$ cat config.mk
export PLATFORM = sky130hd
export DESIGN_NAME = ilffa_seq
export DESIGN_NICKNAME = d
export VERILOG_FILES = /design/src/hdl/implicit_list_first_fit_allocator_core_assert.svh /design/src/hdl/ilffa_pkg.sv /design/src/hdl/ilffa_seq.sv
export SDC_FILE = /design/constraint.sdc
export NUM_CORES = 1
export LEC_CHECK = 0
export CORE_AREA = 2 2 74 76
export DETAILED_ROUTE_END_ITERATION = 7
export DIE_AREA = 0 0 76 78
export DONT_BUFFER_PORTS = 1
export HOLD_SLACK_MARGIN = 0.05
export MAX_ROUTING_LAYER = met4
export PLACE_DENSITY = 0.49
export SETUP_SLACK_MARGIN = 0.02
export SLEW_MARGIN = 20
export SYNTH_ARGS = -nofsm -noshare
export SYNTH_HDL_FRONTEND = slang
export SYNTH_SLANG_ARGS = --single-unit
$ cat constraint.sdc
create_clock -name aclk -period 2.5 [get_ports aclk]
set_input_delay 0.125 -clock aclk [delete_from_list [all_inputs] [get_ports aclk]]
set_output_delay 0.125 -clock aclk [all_outputs]
set_load 0.05 [all_outputs]
$ cat src/hdl/implicit_list_first_fit_allocator_core_assert.svh
// Assertion macros for the first-fit heap allocator core.
// Clocked on aclk and disabled while aresetn is low; no other dependencies.
`ifndef IMPLICIT_LIST_FIRST_FIT_ALLOCATOR_CORE_ASSERT_SVH
`define IMPLICIT_LIST_FIRST_FIT_ALLOCATOR_CORE_ASSERT_SVH

// A condition that holds at every clock edge out of reset.
`define ILFFA_CHECK(label, expr, msg) \
    label: assert property (@(posedge aclk) disable iff (!aresetn) (expr)) \
        else $error(msg);

// A condition that holds in the same cycle as its trigger.
`define ILFFA_CHECK_IMPL(label, ante, cons, msg) \
    label: assert property (@(posedge aclk) disable iff (!aresetn) (ante) |-> (cons)) \
        else $error(msg);

// A condition that holds in the cycle after its trigger.
`define ILFFA_CHECK_NEXT(label, ante, cons, msg) \
    label: assert property (@(posedge aclk) disable iff (!aresetn) (ante) |=> (cons)) \
        else $error(msg);

`endif

$ cat src/hdl/ilffa_pkg.sv
// Shared types, constants and the microprogram of the first-fit allocator.
// Used by ilffa_seq and the top level; depends on nothing else.
package ilffa_pkg;

    localparam int BYTES_W    = 16;
    localparam int OFF_W      = 17;
    localparam int NEED_W     = 13;
    localparam int TGT_W      = 13;
    localparam int GRAN_SHIFT = 4;
    localparam int RES_LO_W   = OFF_W - GRAN_SHIFT;

    // Header bytes plus one granule less one byte, so that a shift rounds up.
    localparam logic [OFF_W-1:0] NEED_BIAS = 17'd23;

    typedef enum logic [4:0] {
        S_IDLE, S_DISPATCH,
        S_MG_TEST, S_MG_HDR, S_MG_USED, S_MG_SKIP, S_MG_INNER, S_MG_INCHK, S_MG_ACC,
        S_MG_WRITE,
        S_FF_START, S_FF_TEST, S_FF_HDR, S_FF_FIT, S_FF_NEXT, S_FF_TAKE, S_FF_SPLIT,
        S_FF_WHEAD,
        S_AP_CHK, S_AP_WRITE,
        S_FR_CHK, S_FR_TEST, S_FR_HDR, S_FR_CMP, S_FR_NEXT, S_FR_REL, S_FR_WR,
        S_EM_OK, S_EM_OOM, S_EM_ZERO
    } step_t;

    typedef enum logic [3:0] {
        C_ALWAYS, C_ACCEPT, C_OP_FREE, C_PTR_LT_TOP, C_NXT_LT_TOP, C_SZ_ZERO, C_USED,
        C_FREE_NZ, C_FIT, C_EXACT, C_ROOM, C_TGT_OK, C_FR_WALK, C_PTR_EQ_TGT, C_OUT_FREE
    } cond_t;

    typedef enum logic [1:0] {RD_NONE, RD_PTR, RD_NXT} rd_sel_t;

    typedef enum logic [2:0] {
        WR_NONE, WR_MERGE, WR_SPLIT, WR_TAKE, WR_APPEND, WR_RELEASE
    } wr_sel_t;

    typedef enum logic [2:0] {P_HOLD, P_ZERO, P_NXT, P_ADV, P_TOP} ptr_op_t;
    typedef enum logic [1:0] {N_HOLD, N_START, N_ADV} nxt_op_t;
    typedef enum logic [1:0] {T_HOLD, T_LOAD, T_ADD} tot_op_t;
    typedef enum logic [1:0] {E_NONE, E_OK, E_OOM, E_ZERO} emit_t;

    typedef struct packed {
        cond_t   cond;
        step_t   jt;
        step_t   jf;
        logic    load_in;
        rd_sel_t rd;
        wr_sel_t wr;
        ptr_op_t ptr_op;
        nxt_op_t nxt_op;
        tot_op_t tot_op;
        logic    grow;
        emit_t   emit;
    } ctl_t;

    typedef struct packed {
        logic accept;
        logic op_free;
        logic ptr_lt_top;
        logic nxt_lt_top;
        logic sz_zero;
        logic used;
        logic free_nz;
        logic fit;
        logic exact;
        logic room;
        logic tgt_ok;
        logic fr_walk;
        logic ptr_eq_tgt;
        logic out_free;
    } flags_t;

    // Control store: one word per step. A word jumps to jt when its condition
    // holds and to jf otherwise.
    function automatic ctl_t ucode(step_t s);
        ctl_t w;
        w = '{cond: C_ALWAYS, jt: S_IDLE, jf: S_IDLE, load_in: 1'b0, rd: RD_NONE,
              wr: WR_NONE, ptr_op: P_HOLD, nxt_op: N_HOLD, tot_op: T_HOLD,
              grow: 1'b0, emit: E_NONE};
        case (s)
            S_IDLE: begin
                w.cond = C_ACCEPT; w.jt = S_DISPATCH; w.jf = S_IDLE; w.load_in = 1'b1;
            end
            S_DISPATCH: begin
                w.cond = C_OP_FREE; w.jt = S_FR_CHK; w.jf = S_MG_TEST; w.ptr_op = P_ZERO;
            end
            S_MG_TEST: begin
                w.cond = C_PTR_LT_TOP; w.jt = S_MG_HDR; w.jf = S_FF_START; w.rd = RD_PTR;
            end
            S_MG_HDR: begin
                w.cond = C_SZ_ZERO; w.jt = S_FF_START; w.jf = S_MG_USED;
                w.tot_op = T_LOAD; w.nxt_op = N_START;
            end
            S_MG_USED: begin
                w.cond = C_USED; w.jt = S_MG_SKIP; w.jf = S_MG_INNER;
            end
            S_MG_SKIP: begin
                w.jt = S_MG_TEST; w.jf = S_MG_TEST; w.ptr_op = P_NXT;
            end
            S_MG_INNER: begin
                w.cond = C_NXT_LT_TOP; w.jt = S_MG_INCHK; w.jf = S_MG_WRITE; w.rd = RD_NXT;
            end
            S_MG_INCHK: begin
                w.cond = C_FREE_NZ; w.jt = S_MG_ACC; w.jf = S_MG_WRITE;
            end
            S_MG_ACC: begin
                w.jt = S_MG_INNER; w.jf = S_MG_INNER; w.tot_op = T_ADD; w.nxt_op = N_ADV;
            end
            S_MG_WRITE: begin
                w.jt = S_MG_TEST; w.jf = S_MG_TEST; w.wr = WR_MERGE; w.ptr_op = P_NXT;
            end
            S_FF_START: begin
                w.jt = S_FF_TEST; w.jf = S_FF_TEST; w.ptr_op = P_ZERO;
            end
            S_FF_TEST: begin
                w.cond = C_PTR_LT_TOP; w.jt = S_FF_HDR; w.jf = S_AP_CHK; w.rd = RD_PTR;
            end
            S_FF_HDR: begin
                w.cond = C_SZ_ZERO; w.jt = S_AP_CHK; w.jf = S_FF_FIT;
            end
            S_FF_FIT: begin
                w.cond = C_FIT; w.jt = S_FF_TAKE; w.jf = S_FF_NEXT;
            end
            S_FF_NEXT: begin
                w.jt = S_FF_TEST; w.jf = S_FF_TEST; w.ptr_op = P_ADV;
            end
            S_FF_TAKE: begin
                w.cond = C_EXACT; w.jt = S_FF_WHEAD; w.jf = S_FF_SPLIT;
            end
            S_FF_SPLIT: begin
                w.jt = S_FF_WHEAD; w.jf = S_FF_WHEAD; w.wr = WR_SPLIT;
            end
            S_FF_WHEAD: begin
                w.jt = S_EM_OK; w.jf = S_EM_OK; w.wr = WR_TAKE;
            end
            S_AP_CHK: begin
                w.cond = C_ROOM; w.jt = S_AP_WRITE; w.jf = S_EM_OOM;
            end
            S_AP_WRITE: begin
                w.jt = S_EM_OK; w.jf = S_EM_OK; w.wr = WR_APPEND; w.ptr_op = P_TOP;
                w.grow = 1'b1;
            end
            S_FR_CHK: begin
                w.cond = C_TGT_OK; w.jt = S_FR_TEST; w.jf = S_EM_ZERO;
            end
            S_FR_TEST: begin
                w.cond = C_FR_WALK; w.jt = S_FR_HDR; w.jf = S_EM_ZERO; w.rd = RD_PTR;
            end
            S_FR_HDR: begin
                w.cond = C_SZ_ZERO; w.jt = S_EM_ZERO; w.jf = S_FR_CMP;
            end
            S_FR_CMP: begin
                w.cond = C_PTR_EQ_TGT; w.jt = S_FR_REL; w.jf = S_FR_NEXT;
            end
            S_FR_NEXT: begin
                w.jt = S_FR_TEST; w.jf = S_FR_TEST; w.ptr_op = P_ADV;
            end
            S_FR_REL: begin
                w.cond = C_USED; w.jt = S_FR_WR; w.jf = S_EM_ZERO;
            end
            S_FR_WR: begin
                w.jt = S_EM_ZERO; w.jf = S_EM_ZERO; w.wr = WR_RELEASE;
            end
            S_EM_OK: begin
                w.cond = C_OUT_FREE; w.jt = S_IDLE; w.jf = S_EM_OK; w.emit = E_OK;
            end
            S_EM_OOM: begin
                w.cond = C_OUT_FREE; w.jt = S_IDLE; w.jf = S_EM_OOM; w.emit = E_OOM;
            end
            S_EM_ZERO: begin
                w.cond = C_OUT_FREE; w.jt = S_IDLE; w.jf = S_EM_ZERO; w.emit = E_ZERO;
            end
            default: begin
                w.jt = S_IDLE; w.jf = S_IDLE;
            end
        endcase
        return w;
    endfunction

endpackage

$ cat src/hdl/ilffa_seq.sv
// Microprogram sequencer: step counter, control store lookup and branch select.
// Depends on ilffa_pkg for the step, condition and control word types.
module ilffa_seq (
    input  logic                  aclk,
    input  logic                  aresetn,
    input  ilffa_pkg::flags_t     flags,
    output ilffa_pkg::ctl_t       ctl,
    output ilffa_pkg::step_t      step,
    output logic                  hit
);

    ilffa_pkg::step_t pc_reg;
    ilffa_pkg::step_t pc_next;

    always_comb begin
        ctl = ilffa_pkg::ucode(pc_reg);
        case (ctl.cond)
            ilffa_pkg::C_ALWAYS:     hit = 1'b1;
            ilffa_pkg::C_ACCEPT:     hit = flags.accept;
            ilffa_pkg::C_OP_FREE:    hit = flags.op_free;
            ilffa_pkg::C_PTR_LT_TOP: hit = flags.ptr_lt_top;
            ilffa_pkg::C_NXT_LT_TOP: hit = flags.nxt_lt_top;
            ilffa_pkg::C_SZ_ZERO:    hit = flags.sz_zero;
            ilffa_pkg::C_USED:       hit = flags.used;
            ilffa_pkg::C_FREE_NZ:    hit = flags.free_nz;
            ilffa_pkg::C_FIT:        hit = flags.fit;
            ilffa_pkg::C_EXACT:      hit = flags.exact;
            ilffa_pkg::C_ROOM:       hit = flags.room;
            ilffa_pkg::C_TGT_OK:     hit = flags.tgt_ok;
            ilffa_pkg::C_FR_WALK:    hit = flags.fr_walk;
            ilffa_pkg::C_PTR_EQ_TGT: hit = flags.ptr_eq_tgt;
            ilffa_pkg::C_OUT_FREE:   hit = flags.out_free;
            default:                 hit = 1'b0;
        endcase
        pc_next = hit ? ctl.jt : ctl.jf;
    end

    always_ff @(posedge aclk) begin
        if (!aresetn) begin
            pc_reg <= ilffa_pkg::S_IDLE;
        end else begin
            pc_reg <= pc_next;
        end
    end

    assign step = pc_reg;

endmodule
### Word-level counts from Yosys, hierarchy flattened

Cells that the tools add are included.

* register bits: 5
* output and inout port bits: 36

* eq/ne operators: 43
* muxes and demuxes: 11
* reductions and logical operators: 12

Operators by type and width (count)
* case mux 10 bit (27 select lines): 1
* equality test 5 bit, second input constant: 14
* case mux 4 bit (14 select lines): 1
* equality test 5 x 4 -> 1 bit, second input constant: 8
* equality test 4 bit, second input constant: 7
* equality test 5 x 3 -> 1 bit, second input constant: 4
* equality test 4 x 3 -> 1 bit, second input constant: 4
* case mux 1 bit (15 select lines): 1
* case mux 3 bit (5 select lines): 1
* OR reduction 2 bit: 7
* case mux 3 bit (4 select lines): 1
* equality test 5 x 2 -> 1 bit, second input constant: 2
* OR reduction 3 bit: 3
* equality test 4 x 2 -> 1 bit, second input constant: 2
* case mux 4 bit (2 select lines): 1
* case mux 2 bit (3 select lines): 1
* equality test 5 x 1 -> 1 bit, second input constant: 1
* zero test 5 bit: 1
* two-way mux 5 bit: 1
* equality test 4 x 1 -> 1 bit, second input constant: 1
* zero test 4 bit: 1
* case mux 2 bit (2 select lines): 1
* two-way mux 1 bit: 2

### Depth between registers and ports, before layout

Gate-level depths: netlist of run 1.

* word-level depth: 6
* depth in mapped cells: 10
* depth with buffers taken out: 7

### Worst setup path after synthesis of run 1

Ideal clock, no wire load.

* kind: register to output
* start: reg pc_reg[4], in the netlist step[4]
* end: out ctl[5] (netlist bit)
* arrival: 3.414 ns
* data required time: 2.375 ns
* slack: -1.039 ns
* cell stages (with the launch flop): 8
* cell sequence: dfxtp_1 -> buf_2 -> buf_6 -> buf_4 -> clkbuf_1 -> buf_2 -> nor4_1 -> buf_4

RTL lines
* from (decl): RTL line ilffa_seq.sv:12 `ilffa_pkg::step_t pc_reg;`
* from (signal assigned): RTL line ilffa_seq.sv:40 `pc_reg <= ilffa_pkg::S_IDLE;`
* from (signal assigned): RTL line ilffa_seq.sv:42 `pc_reg <= pc_next;`
* to (decl): RTL line ilffa_seq.sv:7 `output ilffa_pkg::ctl_t ctl,`

### Worst setup path after layout of run 1

* start: reg pc_reg[3], in the netlist step[3]
* end: out hit

* longest elaborated chain between the ends: 5

Ends and longest elaborated chain
* equality test 5 bit, or another cell as far along: RTL line ilffa_pkg.sv:80 `case (s)`
* OR reduction 3 bit (no source line) or OR reduction 2 bit (tied branches)
* case mux 4 bit (14 select lines) *: RTL line ilffa_pkg.sv:80
* equality test 4 bit, or another cell as far along: RTL line ilffa_seq.sv:17 `case (ctl.cond)`
* case mux 1 bit (15 select lines) *: RTL line ilffa_seq.sv:17
* to (decl): RTL line ilffa_seq.sv:9 `output logic hit`

Every way passes the cells marked *; elsewhere a longest branch is shown, timed or not.

==> results of run 1 <==
-- worst max-delay path by stage --
stage / start / to / slack, ps / cells after the start
2_1_floorplan: step[4] / ctl[5] / -30 / 7
6_report: step[3] / hit / 140 / 8
3_5_place_dp: step[4] / step[0] / 140 / 7
4_1_cts: step[3] / hit / 30 / 7
3_3_place_gp: step[4] / step[2] / 170 / 7
5_1_grt: step[2] / hit / 30 / 8
-- cell usage after synthesis (6+ instances only) --
cell type / n / area share
nor2_1: 16 / 0.041
nand2b_1: 9 / 0.038
o21ai_0: 18 / 0.061
nor3_1: 7 / 0.024
mux2i_1: 6 / 0.041
clkbuf_1: 6 / 0.015
nor2b_1: 6 / 0.026
nand2_1: 42 / 0.11
a21oi_1: 15 / 0.051
buf_6: 6 / 0.046
buf_2: 9 / 0.031
-- placed cells by master (no fill, tap or decap), types with 2 or more instances in the layout --
cell,n
a21oi_1,12
o211ai_1,2
inv_1,3
o31ai_2,2
nor2b_1,6
nand3_1,2
o22ai_1,4
dfxtp_2,2
nor3_2,5
dfxtp_4,3
a21oi_2,3
mux2i_1,6
xor2_1,2
nor2_1,15
nor4_4,2
nand2b_1,8
or2_2,2
o21ai_2,2
nand2_1,42
a22o_1,2
or3_1,2
a22oi_1,4
clkbuf_8,3
a31oi_1,3
buf_12,8
a211oi_1,3
nor3_1,3
a32o_1,2
a222oi_1,2
buf_4,44
o21ai_0,17
a32oi_1,2
-- layer usage --
metal,wire (um),vias to the layer above,part of all wire,track usage
met5,0,-,0,-
met4,27,0,0.0047,0.04545
met3,416,4,0.072,0.01628
met2,2684,102,0.47,0.2920
met1,2609,907,0.45,0.2706
li1,-,895,-,-
-- final cells by class --
| type | instances | area share |
|---|---|---|
| multi-input combinational | 190 | 0.6261 |
| inverter | 4 | 0.009031 |
| clock buffer | 4 | 0.02167 |
| tap | 70 | 0.04214 |
| timing repair buffer | 54 | 0.2462 |
| sequential | 5 | 0.05479 |
-- kinds of logic after synthesis --
| family | Yosys count |
|---|---|
| AO/OA/AOI/OAI | 78 |
| flip-flops | 5 |
| multiplexers | 7 |
| AND/OR/NAND/NOR | 101 |
| buffers and inverters | 33 |
| XOR/XNOR | 4 |
-- metrics by stage --
stage          cell area [sq um]  setup WS, ps  cells
3_3_place_gp                1958         173.8    318
6_report                    2078         142.8    327
2_1_floorplan               1567        -31.21    228
5_1_grt                     2078         27.64    327
4_1_cts                     2016         34.45    323
3_5_place_dp                1958         143.5    318
-- repair_timing --
item	4_1_cts	5_1_grt
setup endpoints to repair	1	1
hold buffers	1	0
buffers inserted	0	4
gates cloned	0	0
pin swaps	0	1
hold endpoints to repair	3	0
resized for setup	1	8
==> out/results.tsv, run 1 <==
metric	value	unit
cts_tree	done	
period_minus_slack	2357	ps
drt_iter0_drc	204	
synth_flop_cell	dfxtp_1	
dpl.hpwl	4.283	mm
synth_cell_types	62	
drc	0	
status	completed	
die_width	76	um
syn-num-nets	244	
holdPathEnd	step[2]	
reg2regPathDepth	8	
worstHoldStart	aresetn	
cts.path.max_buffers	2	
routed_wl	5.738	mm
crit_family	compound AO/OA/AOI/OAI gates	
cpPeakStageDelay	420	ps
maxSlewViolCount	0	
rr_startpoint	step[2]	
finClkSkew	1.156	ps
drive_gt1_frac	0.3619	
ys_warn_count	0	
synth_compound_area_frac	0.3753	
period_share	0.9429	
seq_area_frac_synth	0.06809	
synth_xor_xnor_area_share	0.02894	
start_kind	register	
numCtsBuffers	3	
synth_edf_count	0	
placement_rows	26	
post-route-util	0.4122	
coreArea	0.005042	sq mm
rsz0062_at_grt	false	
port_buffers	0	
grt_pass1_vias	1761	
ios	52	
via_per_inst	5.835	
ant_nets	0	
synth-seq-cells	5	
worst-path-buf-inv	2	
syn-cell-area	0.001470	sq mm
rrSetupSlack	330	ps
final-seq-area	113.9	sq um
n_antenna_cell	0	
area_delta_synth_final	41.36	%
avgSynthCellArea	6.448	sq um
clock-sinks	5	
wire_per_inst	17.55	um
maxCapViolCount	0	
setup_viol	0	
start_util	0.2916	
grtUsageTotal	0.1902	
critical_path.slowest_cell	dfxtp_4	
grt_overflow	0	
syn_inst	228	
clkTransAtPathRegs	30	ps
maxSlewHeadroom	0.5829	
crit_path_end_kind	output port	
max_freq	424.2	MHz
worstPathArrival	2230	ps
die_y	78	um
vias	1908	
grt_pass1_wl	9.101	mm
place_congestion	0.8825	
min_path_type	in2reg	
hold_path_depth	2	
multi_input_area	0.001301	sq mm
crit_chain	buf_4 > and2_4 > o211a_1 > o31ai_1 > nand2_1 > a22oi_2 > nand4_4 > buf_12	
synthMuxAreaShare	0.04851	
fin_setup_tns	0	ps
synth_top_family_by_area	compound AO/OA/AOI/OAI gates	
crit_required	2380	ps
nFillCells	531	
cts_root_buffer	clkbuf_8	
largest_reg_flops	5	
die_area	0.005928	sq mm
synth_adder_area_share	0	
path_class	reg2out	
htree_levels	1	
insertion_delay	220	ps
grt_max_degree	25	
rr_endpoint	step[0]	
drt_pre_antenna_iters	5	
antenna_found_initial	0	
finalHoldWorstSlack	51.21	ps
num-nets-final	274	
synthArstFlopShare	0	
synthSimpleGateAreaFrac	0.3481	
cp_max_fo	24	
worstMarginPinSlew	626.1	ps
finalHoldViolCount	0	
Power of run 1 is not shown: default switching activity piles up to over one toggle a cycle in this logic, so the estimate is an artifact.
==> run 2, diff against run 1 <==
RECOVER_POWER = 50   (was not set)
==> run 2 against run 1 <==
Against the previous run: worst hold slack barely moved; final area shrank 2.1%; clock-buffer cell count is the same; cell count unchanged; die area stayed put; routed wire length decreased by 0.54%; critical path depth shrank 1; critical path type unchanged.
==> out/results.tsv, run 2 (synthesis gave the netlist of run 1 again) <==
metric	value	unit
routed_wl	5.707	mm
setup_viol	0	
period_minus_slack	2351	ps
dpl.hpwl	4.283	mm
grt_max_degree	25	
via_per_inst	5.752	
rsz0062_at_grt	false	
ant_nets	0	
antenna_found_initial	0	
finClkSkew	0.9506	ps
path_class	reg2out	
nFillCells	533	
rrSetupSlack	310	ps
min_path_type	in2reg	
worst-path-buf-inv	3	
worstPathArrival	2230	ps
finalHoldViolCount	0	
layout_commonest_cell	nand2_1	
start_kind	register	
crit_family	buffers and inverters	
critical_path.slowest_cell	dfxtp_4	
n_antenna_cell	0	
grt_pass1_wl	9.101	mm
area_delta_synth_final	38.38	%
crit_required	2380	ps
place_congestion	0.8825	
htree_levels	1	
maxSlewViolCount	0	
crit_path_end_kind	output port	
grt_overflow	0	
vias	1881	
port_buffers	0	
die_area	0.005928	sq mm
multi_input_area	0.001301	sq mm
max_freq	425.4	MHz
cts.path.max_buffers	2	
clock-sinks	5	
finalHoldWorstSlack	50.86	ps
fin_ws	149.0	ps
cp_max_fo	20	
ios	52	
clkTransAtPathRegs	30	ps
final_cell_mix	nand2_1, buf_4, o21ai_0, nor2_1, a21oi_1	
coreArea	0.005042	sq mm
cts_root_buffer	clkbuf_8	
drc	0	
grt_pass1_vias	1761	
cts_tree	done	
worstMarginPinSlew	626.2	ps
die_width	76	um
drt_pre_antenna_iters	4	
maxCapViolCount	0	
die_y	78	um
maxSlewHeadroom	0.5828	
largest_reg_flops	5	
wire_per_inst	17.45	um
num-nets-final	274	
dp_slack	143.5	ps
fin_setup_tns	0	ps
insertion_delay	220	ps
start_util	0.2916	
placement_rows	26	
numCtsBuffers	3	
crit_chain	buf_4 > nand2_1 > clkbuf_1 > a21oi_1 > or3_4 > nand4_4 > buf_12	
period_share	0.9404	
cpPeakStageDelay	410	ps
post-route-util	0.4035	
grtUsageTotal	0.1902	
status	completed	
drive_gt1_frac	0.3346	
drt_iter0_drc	196	
final-seq-area	113.9	sq um
[run 2: per-stage QoR]
step | instances | area, sq um
floorplan | 228 | 1567
detailed placement | 318 | 1958
finish | 327 | 2034
global route | 327 | 2034
CTS | 323 | 2016
global placement | 318 | 1958
[run 2: timing repair]
action	in CTS	in global routing
resized for setup	1	8
pin swaps	0	1
hold buffers	1	0
endpoints found under the setup margin	1	1
buffers inserted	0	4
hold endpoints to repair	3	0
[run 2: final timing paths]
kind | cells past startpoint | to | start
setup reg to reg | 7 | step[0] | step[1]
hold / removal | 2 | step[2] | aresetn
setup / recovery | 7 | hit | step[1]
hold reg to reg | 3 | step[4] | step[3]
[run 2: routing by layer]
layer  part of all wire  track usage  vias up
met5                  0            -        -
met4             0.0037      0.04545        0
met3              0.070      0.01628        2
met2               0.47       0.2920       82
met1               0.45       0.2706      901
li1                   -            -      896
[run 2: layout make-up]
type                    count  area share
multi-input cells         190      0.6396
repair buffers             54      0.2300
flip-flops and latches      5     0.05597
well taps                  70     0.04305
clock buffers               4     0.02214
inverters                   4    0.009225
Power of run 2 is left out for the same reason.
